### config.mk
export PLATFORM = sky130hd
export DESIGN_NAME = sorted_priority_list
export DESIGN_NICKNAME = d
export VERILOG_FILES = /design/src/rtl/spl_pkg.sv /design/src/rtl/spl_cell.sv /design/src/rtl/sorted_priority_list.sv
export SDC_FILE = /design/constraint.sdc
export NUM_CORES = 2
export LEC_CHECK = 0
export ABC_CLOCK_PERIOD_IN_PS = 7130
export BUFFER_PORTS_ARGS = -buffer_cell sky130_fd_sc_hd__clkbuf_2
export CAP_MARGIN = 10
export CORE_UTILIZATION = 40
export DETAILED_ROUTE_END_ITERATION = 12
export HOLD_SLACK_MARGIN = 0.12
export PLACE_DENSITY_LB_ADDON = 0.2
export REMOVE_ABC_BUFFERS = 1
export SYNTH_ARGS = -nofsm -noshare
export SYNTH_HDL_FRONTEND = slang
export SYNTH_HIERARCHICAL = 1
export SYNTH_SLANG_ARGS = --single-unit
### constraint.sdc
create_clock -name clock -period 7.13 [get_ports clock]
set_input_delay 0.3565 -clock clock [delete_from_list [all_inputs] [get_ports clock]]
set_output_delay 0.3565 -clock clock [all_outputs]
set_load 0.03 [all_outputs]
### src/rtl/spl_pkg.sv
// Types, constants and codes of the sorted priority list.
`default_nettype none
package spl_pkg;

   localparam int DEPTH   = 16;
   localparam int CNT_W   = $clog2(DEPTH + 1);
   localparam int RANK_W  = 8;
   localparam int COST_W  = 16;
   localparam int TAG_W   = 16;
   localparam int CMD_W   = 2;
   localparam int STAT_W  = 2;
   localparam int SLOT_W  = 4;
   localparam int COUNT_W = 5;
   localparam int REQ_W   = RANK_W + COST_W + TAG_W;
   localparam int RSP_W   = 16;
   localparam int RSP_PAD = RSP_W - 1 - SLOT_W - COUNT_W;

   localparam logic [CMD_W-1:0] CMD_INSERT = 2'd0;
   localparam logic [CMD_W-1:0] CMD_REMOVE = 2'd1;
   localparam logic [CMD_W-1:0] CMD_QUERY  = 2'd2;

   localparam logic [STAT_W-1:0] STATUS_DONE      = 2'd0;
   localparam logic [STAT_W-1:0] STATUS_NOT_FOUND = 2'd1;
   localparam logic [STAT_W-1:0] STATUS_FULL      = 2'd2;

   typedef struct packed {
      logic [TAG_W-1:0]  tag;
      logic [COST_W-1:0] cost;
      logic [RANK_W-1:0] rank;
   } entry_type;

   typedef struct packed {
      logic [RSP_PAD-1:0] pad;
      logic [COUNT_W-1:0] count;
      logic [SLOT_W-1:0]  slot;
      logic               hit;
   } rsp_data_type;

   // Broadcast from the top level to every cell.
   typedef struct packed {
      logic      insert;
      logic      remove;
      entry_type item;
   } cell_ctrl_type;

endpackage
`default_nettype wire

### src/rtl/spl_cell.sv
// One slot of the sorted list: holds an entry and shifts with its neighbors.
`default_nettype none
module spl_cell (
   input  wire                         clock,
   input  wire                         reset,
   input  wire spl_pkg::cell_ctrl_type ctrl,
   input  wire spl_pkg::entry_type     left_entry,
   input  wire                         left_valid,
   input  wire                         left_place,
   input  wire spl_pkg::entry_type     right_entry,
   input  wire                         right_valid,
   input  wire                         seen_in,
   output spl_pkg::entry_type          entry,
   output logic                        valid,
   output logic                        place,
   output logic                        seen_out
);
   import spl_pkg::*;

   entry_type entry_ff, entry_in;
   logic      valid_ff, valid_in;
   logic      match;

   // New item sorts at or ahead of this slot (an empty slot always qualifies).
   assign place = !valid_ff ||
                  (ctrl.item.rank > entry_ff.rank) ||
                  ((ctrl.item.rank == entry_ff.rank) && (ctrl.item.cost <= entry_ff.cost));

   assign match    = valid_ff && (entry_ff.tag == ctrl.item.tag);
   assign seen_out = seen_in || match;

   always_comb begin
      entry_in = entry_ff;
      valid_in = valid_ff;
      if (ctrl.insert) begin
         if (left_place) begin
            entry_in = left_entry;
            valid_in = left_valid;
         end else if (place) begin
            entry_in = ctrl.item;
            valid_in = 1'b1;
         end
      end else if (ctrl.remove && seen_out) begin
         // close up behind the removed entry
         entry_in = right_entry;
         valid_in = right_valid;
      end
   end

   always_ff @(posedge clock) begin
      if (reset) begin
         valid_ff <= 1'b0;
      end else begin
         valid_ff <= valid_in;
      end
   end

   always_ff @(posedge clock) begin
      entry_ff <= entry_in;
   end

   assign entry = entry_ff;
   assign valid = valid_ff;

endmodule
`default_nettype wire

### src/rtl/sorted_priority_list.sv
// Sorted priority list top level: a row of list cells and the response register.
// Every cell compares the command against its own entry in parallel and shifts
// from a neighbor at the accepting edge, and the result lands in an output
// register, so a new command is taken every cycle while the response side keeps
// up. Insert, remove and query see the list as left by the previous command.
// Entries are held by rank descending, then cost ascending; a full list drops
// an insert and reports it.
`default_nettype none
module sorted_priority_list (
   input  wire                         clock,
   input  wire                         reset,
   input  wire                         req_tvalid,
   output logic                        req_tready,
   input  wire [spl_pkg::REQ_W-1:0]    req_tdata,  // rank, cost, tag
   input  wire [spl_pkg::CMD_W-1:0]    req_tuser,  // cmd
   output logic                        rsp_tvalid,
   input  wire                         rsp_tready,
   output logic [spl_pkg::RSP_W-1:0]   rsp_tdata,  // hit, slot, count, zero pad
   output logic [spl_pkg::STAT_W-1:0]  rsp_tuser   // status
);
   import spl_pkg::*;

   entry_type            ent   [DEPTH];
   logic [DEPTH-1:0]     vld;
   logic [DEPTH-1:0]     place;
   logic [DEPTH-1:0]     seen;
   cell_ctrl_type        ctrl;
   entry_type            item;
   logic                 accept;
   logic                 full;
   logic                 any_hit;
   logic [CNT_W-1:0]     ins_pos;
   logic [CNT_W-1:0]     rem_pos;

   logic [CNT_W-1:0]     cnt_ff, cnt_in;
   logic                 rsp_valid_ff, rsp_valid_in;
   logic [STAT_W-1:0]    status_ff, status_in;
   logic                 hit_ff, hit_in;
   logic [SLOT_W-1:0]    slot_ff, slot_in;

   assign item       = entry_type'(req_tdata);
   assign req_tready = !rsp_valid_ff || rsp_tready;
   assign accept     = req_tvalid && req_tready;
   assign full       = (cnt_ff == CNT_W'(DEPTH));
   assign any_hit    = seen[DEPTH-1];

   // place is a thermometer and seen a prefix OR, so zeros count the position
   assign ins_pos = CNT_W'($countones(~place));
   assign rem_pos = CNT_W'($countones(~seen));

   always_comb begin
      ctrl.item   = item;
      ctrl.insert = accept && (req_tuser == CMD_INSERT) && !full;
      ctrl.remove = accept && (req_tuser == CMD_REMOVE) && any_hit;
   end

   for (genvar i = 0; i < DEPTH; i++) begin : g_cell
      entry_type left_e, right_e;
      logic      left_v, left_p, right_v, seen_prev;

      if (i == 0) begin : g_first
         assign left_e    = '0;
         assign left_v    = 1'b0;
         assign left_p    = 1'b0;
         assign seen_prev = 1'b0;
      end else begin : g_mid
         assign left_e    = ent[i-1];
         assign left_v    = vld[i-1];
         assign left_p    = place[i-1];
         assign seen_prev = seen[i-1];
      end

      if (i == DEPTH - 1) begin : g_last
         assign right_e = '0;
         assign right_v = 1'b0;
      end else begin : g_inner
         assign right_e = ent[i+1];
         assign right_v = vld[i+1];
      end

      spl_cell u_cell (
         .clock       (clock),
         .reset       (reset),
         .ctrl        (ctrl),
         .left_entry  (left_e),
         .left_valid  (left_v),
         .left_place  (left_p),
         .right_entry (right_e),
         .right_valid (right_v),
         .seen_in     (seen_prev),
         .entry       (ent[i]),
         .valid       (vld[i]),
         .place       (place[i]),
         .seen_out    (seen[i])
      );
   end

   always_comb begin
      cnt_in       = cnt_ff;
      rsp_valid_in = rsp_valid_ff && !rsp_tready;
      status_in    = status_ff;
      hit_in       = hit_ff;
      slot_in      = slot_ff;
      if (accept) begin
         rsp_valid_in = 1'b1;
         status_in    = STATUS_DONE;
         hit_in       = 1'b0;
         slot_in      = '0;
         unique case (req_tuser)
            CMD_INSERT: begin
               if (full) begin
                  status_in = STATUS_FULL;
               end else begin
                  slot_in = SLOT_W'(ins_pos);
                  cnt_in  = cnt_ff + CNT_W'(1);
               end
            end
            CMD_REMOVE: begin
               if (any_hit) begin
                  hit_in  = 1'b1;
                  slot_in = SLOT_W'(rem_pos);
                  cnt_in  = cnt_ff - CNT_W'(1);
               end else begin
                  status_in = STATUS_NOT_FOUND;
               end
            end
            CMD_QUERY: begin
               if (any_hit) begin
                  hit_in = 1'b1;
               end else begin
                  status_in = STATUS_NOT_FOUND;
               end
            end
            default: begin
               status_in = STATUS_DONE;
            end
         endcase
      end
   end

   always_ff @(posedge clock) begin
      if (reset) begin
         cnt_ff       <= '0;
         rsp_valid_ff <= 1'b0;
      end else begin
         cnt_ff       <= cnt_in;
         rsp_valid_ff <= rsp_valid_in;
      end
   end

   // count is captured with the rest of the word
   logic [COUNT_W-1:0] count_ff;

   always_ff @(posedge clock) begin
      status_ff <= status_in;
      hit_ff    <= hit_in;
      slot_ff   <= slot_in;
      count_ff  <= COUNT_W'(cnt_in);
   end

   always_comb begin
      rsp_data_type d;
      d         = '0;
      d.hit     = hit_ff;
      d.slot    = slot_ff;
      d.count   = count_ff;
      rsp_tdata = d;
   end

   assign rsp_tvalid = rsp_valid_ff;
   assign rsp_tuser  = status_ff;

endmodule
`default_nettype wire

Yosys cells after proc, flatten, opt, wreduce, memory -nomap -nowiden
Cells that the tools add are included.
Storage, ports and cells
  register bits after elaboration: 674
  latch bits: 0
  bits in writable memories: 0
  memory bits (read-only): 0
  input port bits: 46
  output and inout port bits: 20
  word-level logic and storage cells: 480
  memories: 0
Operators by class
  $add $sub $neg: 32
  $mul: 0
  divide/modulo/power cells: 0
  order comparisons: 32
  equal/unequal tests: 51
  shifts and indexed selects: 0
  mux-type cells: 138
  bitwise gates (word level): 2
  reduce and logical (&&, ||, !) cells: 155
Operators by type and width (number)
  $mux 40: 63
  $eq 16x16->1: 16
  $le 16x16->1: 16
  $eq 8x8->1: 16
  $gt 8x8->1: 16
  $mux 1: 66
  $logic_and 1x1->1: 54
  $logic_or 1x1->1: 48
  $ne 3x1->1 const B: 15
  $add 1x1->2: 16
  $not 16->16: 2
  $reduce_and 2->1: 16
  $reduce_bool 2->1: 16
  $add 2x2->3: 8
  $logic_not 1->1: 19
  $add 3x3->4: 4
  $mux 5: 3
  $pmux 5 s2: 1
  $add 4x4->4: 2
  $mux 4: 2
  $pmux 4 s2: 1
  $add 5x1->5 const B: 1
  $eq 5x5->1 const B: 1
  $sub 5x1->5 const B: 1
  7 further kinds: 7

Depth between registers and ports, before layout
  depth after elaboration: 24
  mapped depth: 35
  gate-level depth less buffers: 34

Modules after synthesis
The synthesis kept the hierarchy.
Modules (own cells, without submodules)
  spl_cell (g_cell[0].u_cell ...): instances 10, cells an instance 291, area an instance 2890.3 µm², seq. area each 1221.2 µm²
  spl_cell (g_cell[4].u_cell ...): instances 6, cells an instance 293, area an instance 2910.3 µm², seq. area each 1221.2 µm²
  sorted_priority_list: instances 1, cells an instance 181, area an instance 1746.7 µm², seq. area each 430.4 µm²

Worst setup path after synthesis
OpenSTA, ideal clock, no wires.
  kind: register -> register
  start point: register g_cell[0].u_cell.entry_ff, in the netlist g_cell[0].u_cell/entry[26]
  end point: register slot_ff[1] (data pin)
  arrival time: 6.296 ns
  data required time: 6.873 ns
  slack: 0.577 ns
  stages on the path, launching flop included: 32
  path buffers: 1
  period minus slack after synthesis: 6.553 ns
  path through: edfxtp_1 > xnor2_1 > nand4_1 > nor3_1 > nand4_1 > nand2b_1 > nand2b_1 > nand2b_1 > nand2b_1 > a21o_1 > a21o_1 > a21o_1 > a21o_1 > a21o_1 > a21o_1 > nand2b_1 > nand2b_1 > nand2b_1 > nand2b_1 > nand2b_1 > nand2b_1 > buf_2 > inv_1 > fa_1 > inv_1 > fa_1 > inv_1 > fa_1 > fa_1 > ha_1 > fa_1 > a32o_1
Between the ends
  cells in the longest elaborated chain, start to end: 24
  elaborated cells on any way between the ends: 35
  classes of those cells: 15 x add/sub; 1 x eq/ne; 2 x mux; 1 x bitwise; 16 x reduce/logical
Ends and longest elaborated chain
  start: declaration: RTL line spl_cell.sv:20  | entry_type entry_ff, entry_in;
  start signal: assignment: RTL line spl_cell.sv:59  | entry_ff <= entry_in;
  $eq 16x16->1 (*): RTL line spl_cell.sv:29  | assign match = valid_ff && (entry_ff.tag == ctrl.item.tag);
  $logic_and 1x1->1 (*): RTL line spl_cell.sv:29
  named net g_cell[1].seen_prev: RTL line sorted_priority_list.sv:59  | logic left_v, left_p, right_v, seen_prev;
  $logic_or 1x1->1 (*): RTL line spl_cell.sv:30  | assign seen_out = seen_in || match;
  named net g_cell[2].seen_prev: RTL line sorted_priority_list.sv:59
  $logic_or 1x1->1 (*): RTL line spl_cell.sv:30
  named net g_cell[3].seen_prev: RTL line sorted_priority_list.sv:59
  $logic_or 1x1->1 (*): RTL line spl_cell.sv:30
  named net g_cell[4].seen_prev: RTL line sorted_priority_list.sv:59
  (+1 left out)
  named net g_cell[5].seen_prev: RTL line sorted_priority_list.sv:59
  (+1 left out)
  named net g_cell[6].seen_prev: RTL line sorted_priority_list.sv:59
  (+1 left out)
  named net g_cell[7].seen_prev: RTL line sorted_priority_list.sv:59
  (+1 left out)
  named net g_cell[8].seen_prev: RTL line sorted_priority_list.sv:59
  (+1 left out)
  named net g_cell[9].seen_prev: RTL line sorted_priority_list.sv:59
  (+1 left out)
  named net g_cell[10].seen_prev: RTL line sorted_priority_list.sv:59
  (+1 left out)
  named net g_cell[11].seen_prev: RTL line sorted_priority_list.sv:59
  (+1 left out)
  named net g_cell[12].seen_prev: RTL line sorted_priority_list.sv:59
  (+1 left out)
  named net g_cell[13].seen_prev: RTL line sorted_priority_list.sv:59
  (+1 left out)
  named net g_cell[14].seen_prev: RTL line sorted_priority_list.sv:59
  (+1 left out)
  named net g_cell[15].seen_prev: RTL line sorted_priority_list.sv:59
  (+1 left out)
  named net any_hit: RTL line sorted_priority_list.sv:31  | logic any_hit;
  $not 16->16: RTL line sorted_priority_list.sv:49  | assign rem_pos = CNT_W'($countones(~seen));
  $add 1x1->2 (not written as such): RTL line sorted_priority_list.sv:49
  $add 2x2->3 (not written as such): RTL line sorted_priority_list.sv:49
  $add 3x3->4 (not written as such): RTL line sorted_priority_list.sv:49
  $add 4x4->4 (not written as such): RTL line sorted_priority_list.sv:49
  $mux 4 (*): RTL line sorted_priority_list.sv:119  | if (any_hit) begin
  $pmux 4 s2 (*): RTL line sorted_priority_list.sv:109  | unique case (req_tuser)
  end signal: assignment: RTL line sorted_priority_list.sv:157  | slot_ff <= slot_in;
  end: declaration: RTL line sorted_priority_list.sv:39  | logic [SLOT_W-1:0] slot_ff, slot_in;
The timed path passes the listed nets; every way through them passes the cells marked *.
A chain may end at the register's enable or synchronous reset.

Worst setup path in the final report
  start point: register g_cell[0].u_cell.entry_ff, in the netlist g_cell[0].u_cell/entry[31]
  end point: register slot_ff[1] (data pin)
The elaborated chain is that of the path after synthesis.

==> out/qor.yml <==
initial_core_util: 0.405
grt.total_usage: 0.206
synth_area_mm2: 0.0481
layout_common_cells: "a21oi_1, nor2_1, edfxtp_1"
hold_violations: 0
drt_iter0_drc: 2306
die_y_um: 349
cts_root_buf: "clkbuf_16"
place_congestion: 0.858
dr.pass1.iters: 5
die_w_um: 349
vias: 35049
yosys_warnings: 6
async_flop_share: 0
dieArea_mm2: 0.122
antenna_cells: 0
path_max_fanout: 3
finClkSkew_ns: 0.0194
yosysSeqAreaShare: 0.415
synthMuxAreaShare: 0.137
layout-drive-gt1-share: 0.0796
synth_top_family_by_area: "multiplexers"
wl_per_cell_um: 19.0
drc: 0
netlist_instances: 4849
clk_pin_slew_ns: 0.06
clockBufferDepth: 3
io_buffers: 59
status: "completed"
avgSynthCellArea_um2: 9.92
final_common_cell: "a21oi_1"
synthAdderAreaFrac: 0.112
max-vdd-ir-drop_v: 0.000158
cp_data_required_time_ns: 7.53
synth-simple-area-share: 0.108
path_class: "reg2reg"
area_growth_syn_to_layout_pct: 11.4
cts_tree: "built"
period_share: 0.962
max_freq_ghz: 0.146
min-delay-path-class: "in2reg"
synth_compound_area_frac: 0.124
cp_common_cell: "a21o_1"
critPathMaxStageDelay_ns: 0.55
dp.cells: 6498
finalSetupViolCount: 0
globalRouteOverflowTotal: 0
cp-start-kind: "flip-flop"
p_per_area_mw_per_mm2: 189
routed_wl_mm: 126
maxCapViolCount: 0
synth_flop_cell: "edfxtp_1"
pin_count: 66
grt_pass1_wl_mm: 199
cp.arrival_ns: 7.25
critPathCaptureType: "flip-flop"
ys_ff_latch: 674
fp-row-count: 126
drv_slew: 0
p_total_mw: 10.1
post-route-min-period_ns: 6.86
coreArea_mm2: 0.119
dp_hpwl_mm: 95.0
synth_edf_count: 647
cts_buffers: 81
maxSlewHeadroom: 0.274
ant_nets: 0
clock_latency_ns: 0.65
vias_per_cell: 5.27
worst-slew-pin-transition_ns: 1.09
htree_levels: 3
slowest_stage: "fa_2"
stdcell_count: 6652
grt_pass1_vias: 34458
yosys.cell_types.count: 67
p_leak_nw: 25.5
post-route-util: 0.451
yosys.area_share.xor_xnor: 0.0479
antenna_found_initial: 2
cts.sinks: 674
fin_nets: 5450
grt_max_degree: 201
## synthesized netlist by cell type (32+ instances only)
| cell | instances | share of area |
|---|---|---|
| buf_1 | 64 | 0.0050 |
| a211oi_1 | 32 | 0.0050 |
| mux2i_1 | 640 | 0.13 |
| nand2_1 | 57 | 0.0044 |
| ha_1 | 399 | 0.10 |
| edfxtp_1 | 647 | 0.40 |
| nand4_1 | 132 | 0.017 |
| nor2_1 | 670 | 0.052 |
| a21o_1 | 41 | 0.0064 |
| xor2_1 | 68 | 0.012 |
| inv_1 | 456 | 0.036 |
| nand3_1 | 55 | 0.0057 |
| nor2b_1 | 45 | 0.0059 |
| a21oi_1 | 760 | 0.079 |
| clkbuf_1 | 161 | 0.013 |
| xnor2_1 | 195 | 0.035 |
## per-layer routing
| metal | GRT usage | vias up | routed length (um) |
|---|---|---|---|
| met4 | 0.0591 | 0 | 3010 |
| met5 | 0 | - | 0 |
| li1 | - | 17804 | - |
| met1 | 0.292 | 16516 | 61700 |
| met2 | 0.334 | 566 | 57500 |
| met3 | 0.0197 | 163 | 4090 |
## repair_timing
item,4_1_cts,5_1_grt
gates resized for setup,0,9
hold endpoints to repair,2,0
setup endpoints to repair,0,3
buffers inserted,0,1
hold buffers,3,0
## flip-flops by register name, summed over array words and instances, names as in the netlist
| signal | cells |
|---|---|
| cnt_ff | 5 |
| count_ff | 5 |
| g_cell.u_cell/entry | 640 |
| g_cell.u_cell/valid | 16 |
| hit_ff | 1 |
| rsp_tuser | 2 |
| rsp_tvalid | 1 |
| slot_ff | 4 |
## stage by stage
step | worst slack, ns | TNS (ns) | hold slack (ns) | instance area (um2)
after global placement | 0.160 | 0 | 0.525 | 51000
after floorplan | -47.86 | - | 0.426 | 47500
final | 0.271 | 0 | 0.187 | 53600
after CTS | 0.140 | 0 | 0.153 | 53500
after detailed placement | 0.0538 | 0 | 0.521 | 51000
after global routing | -0.00365 | -0.00365 | 0.175 | 53600
## final timing paths
path | start | to | slack (ns) | cells after the start
worst max-delay path | g_cell[0].u_cell/entry[31] | slot_ff[1] | 0.27 | 31
worst max register to register | g_cell[0].u_cell/entry[31] | slot_ff[1] | 0.27 | 31
worst min-delay path | req_tuser[0] | rsp_tuser[0] | 0.19 | 3
worst min register to register | cnt_ff[4] | count_ff[4] | 0.53 | 1
## layout make-up
type                       instances  area, um2
clock buffer                     118       2270
timing repair buffer             199       1380
inverter                         457       1720
fill                           11368      65100
clock inverter                    32        226
tap                             1600       2000
multi-input combinational       3572      26000
sequential                       674      20000
## critical path, delay by kind of cell (launching register included)
kind	cells	cell delay, ns
flip-flops	1	0.40
buffers and inverters	4	0.38
AND/OR/NAND/NOR	13	1.89
adder cells (fa/ha/maj)	6	2.41
XOR/XNOR	1	0.15
AO/OA/AOI/OAI	7	1.36
## cells by family (layout without fill, tap and decap cells)
family / count (synthesis) / after routing
mux: 656 / 656
compound gates: 1036 / 1036
buf+inv: 693 / 806
flops: 674 / 674
simple gates: 1107 / 1107
xor+xnor: 263 / 263
other cells: 1 / 91
fa+ha+maj: 419 / 419
## where the power goes
part / internal [mW] / total [mW] / switching (mW) / leakage, nW
registers: 4.55 / 4.68 / 0.131 / 6.15
clock network: 2.31 / 4.02 / 1.70 / 1.21
logic: 0.551 / 1.44 / 0.888 / 18.1
total: 7.41 / 10.1 / 2.72 / 25.5
Power figures use the tool's default switching activity.
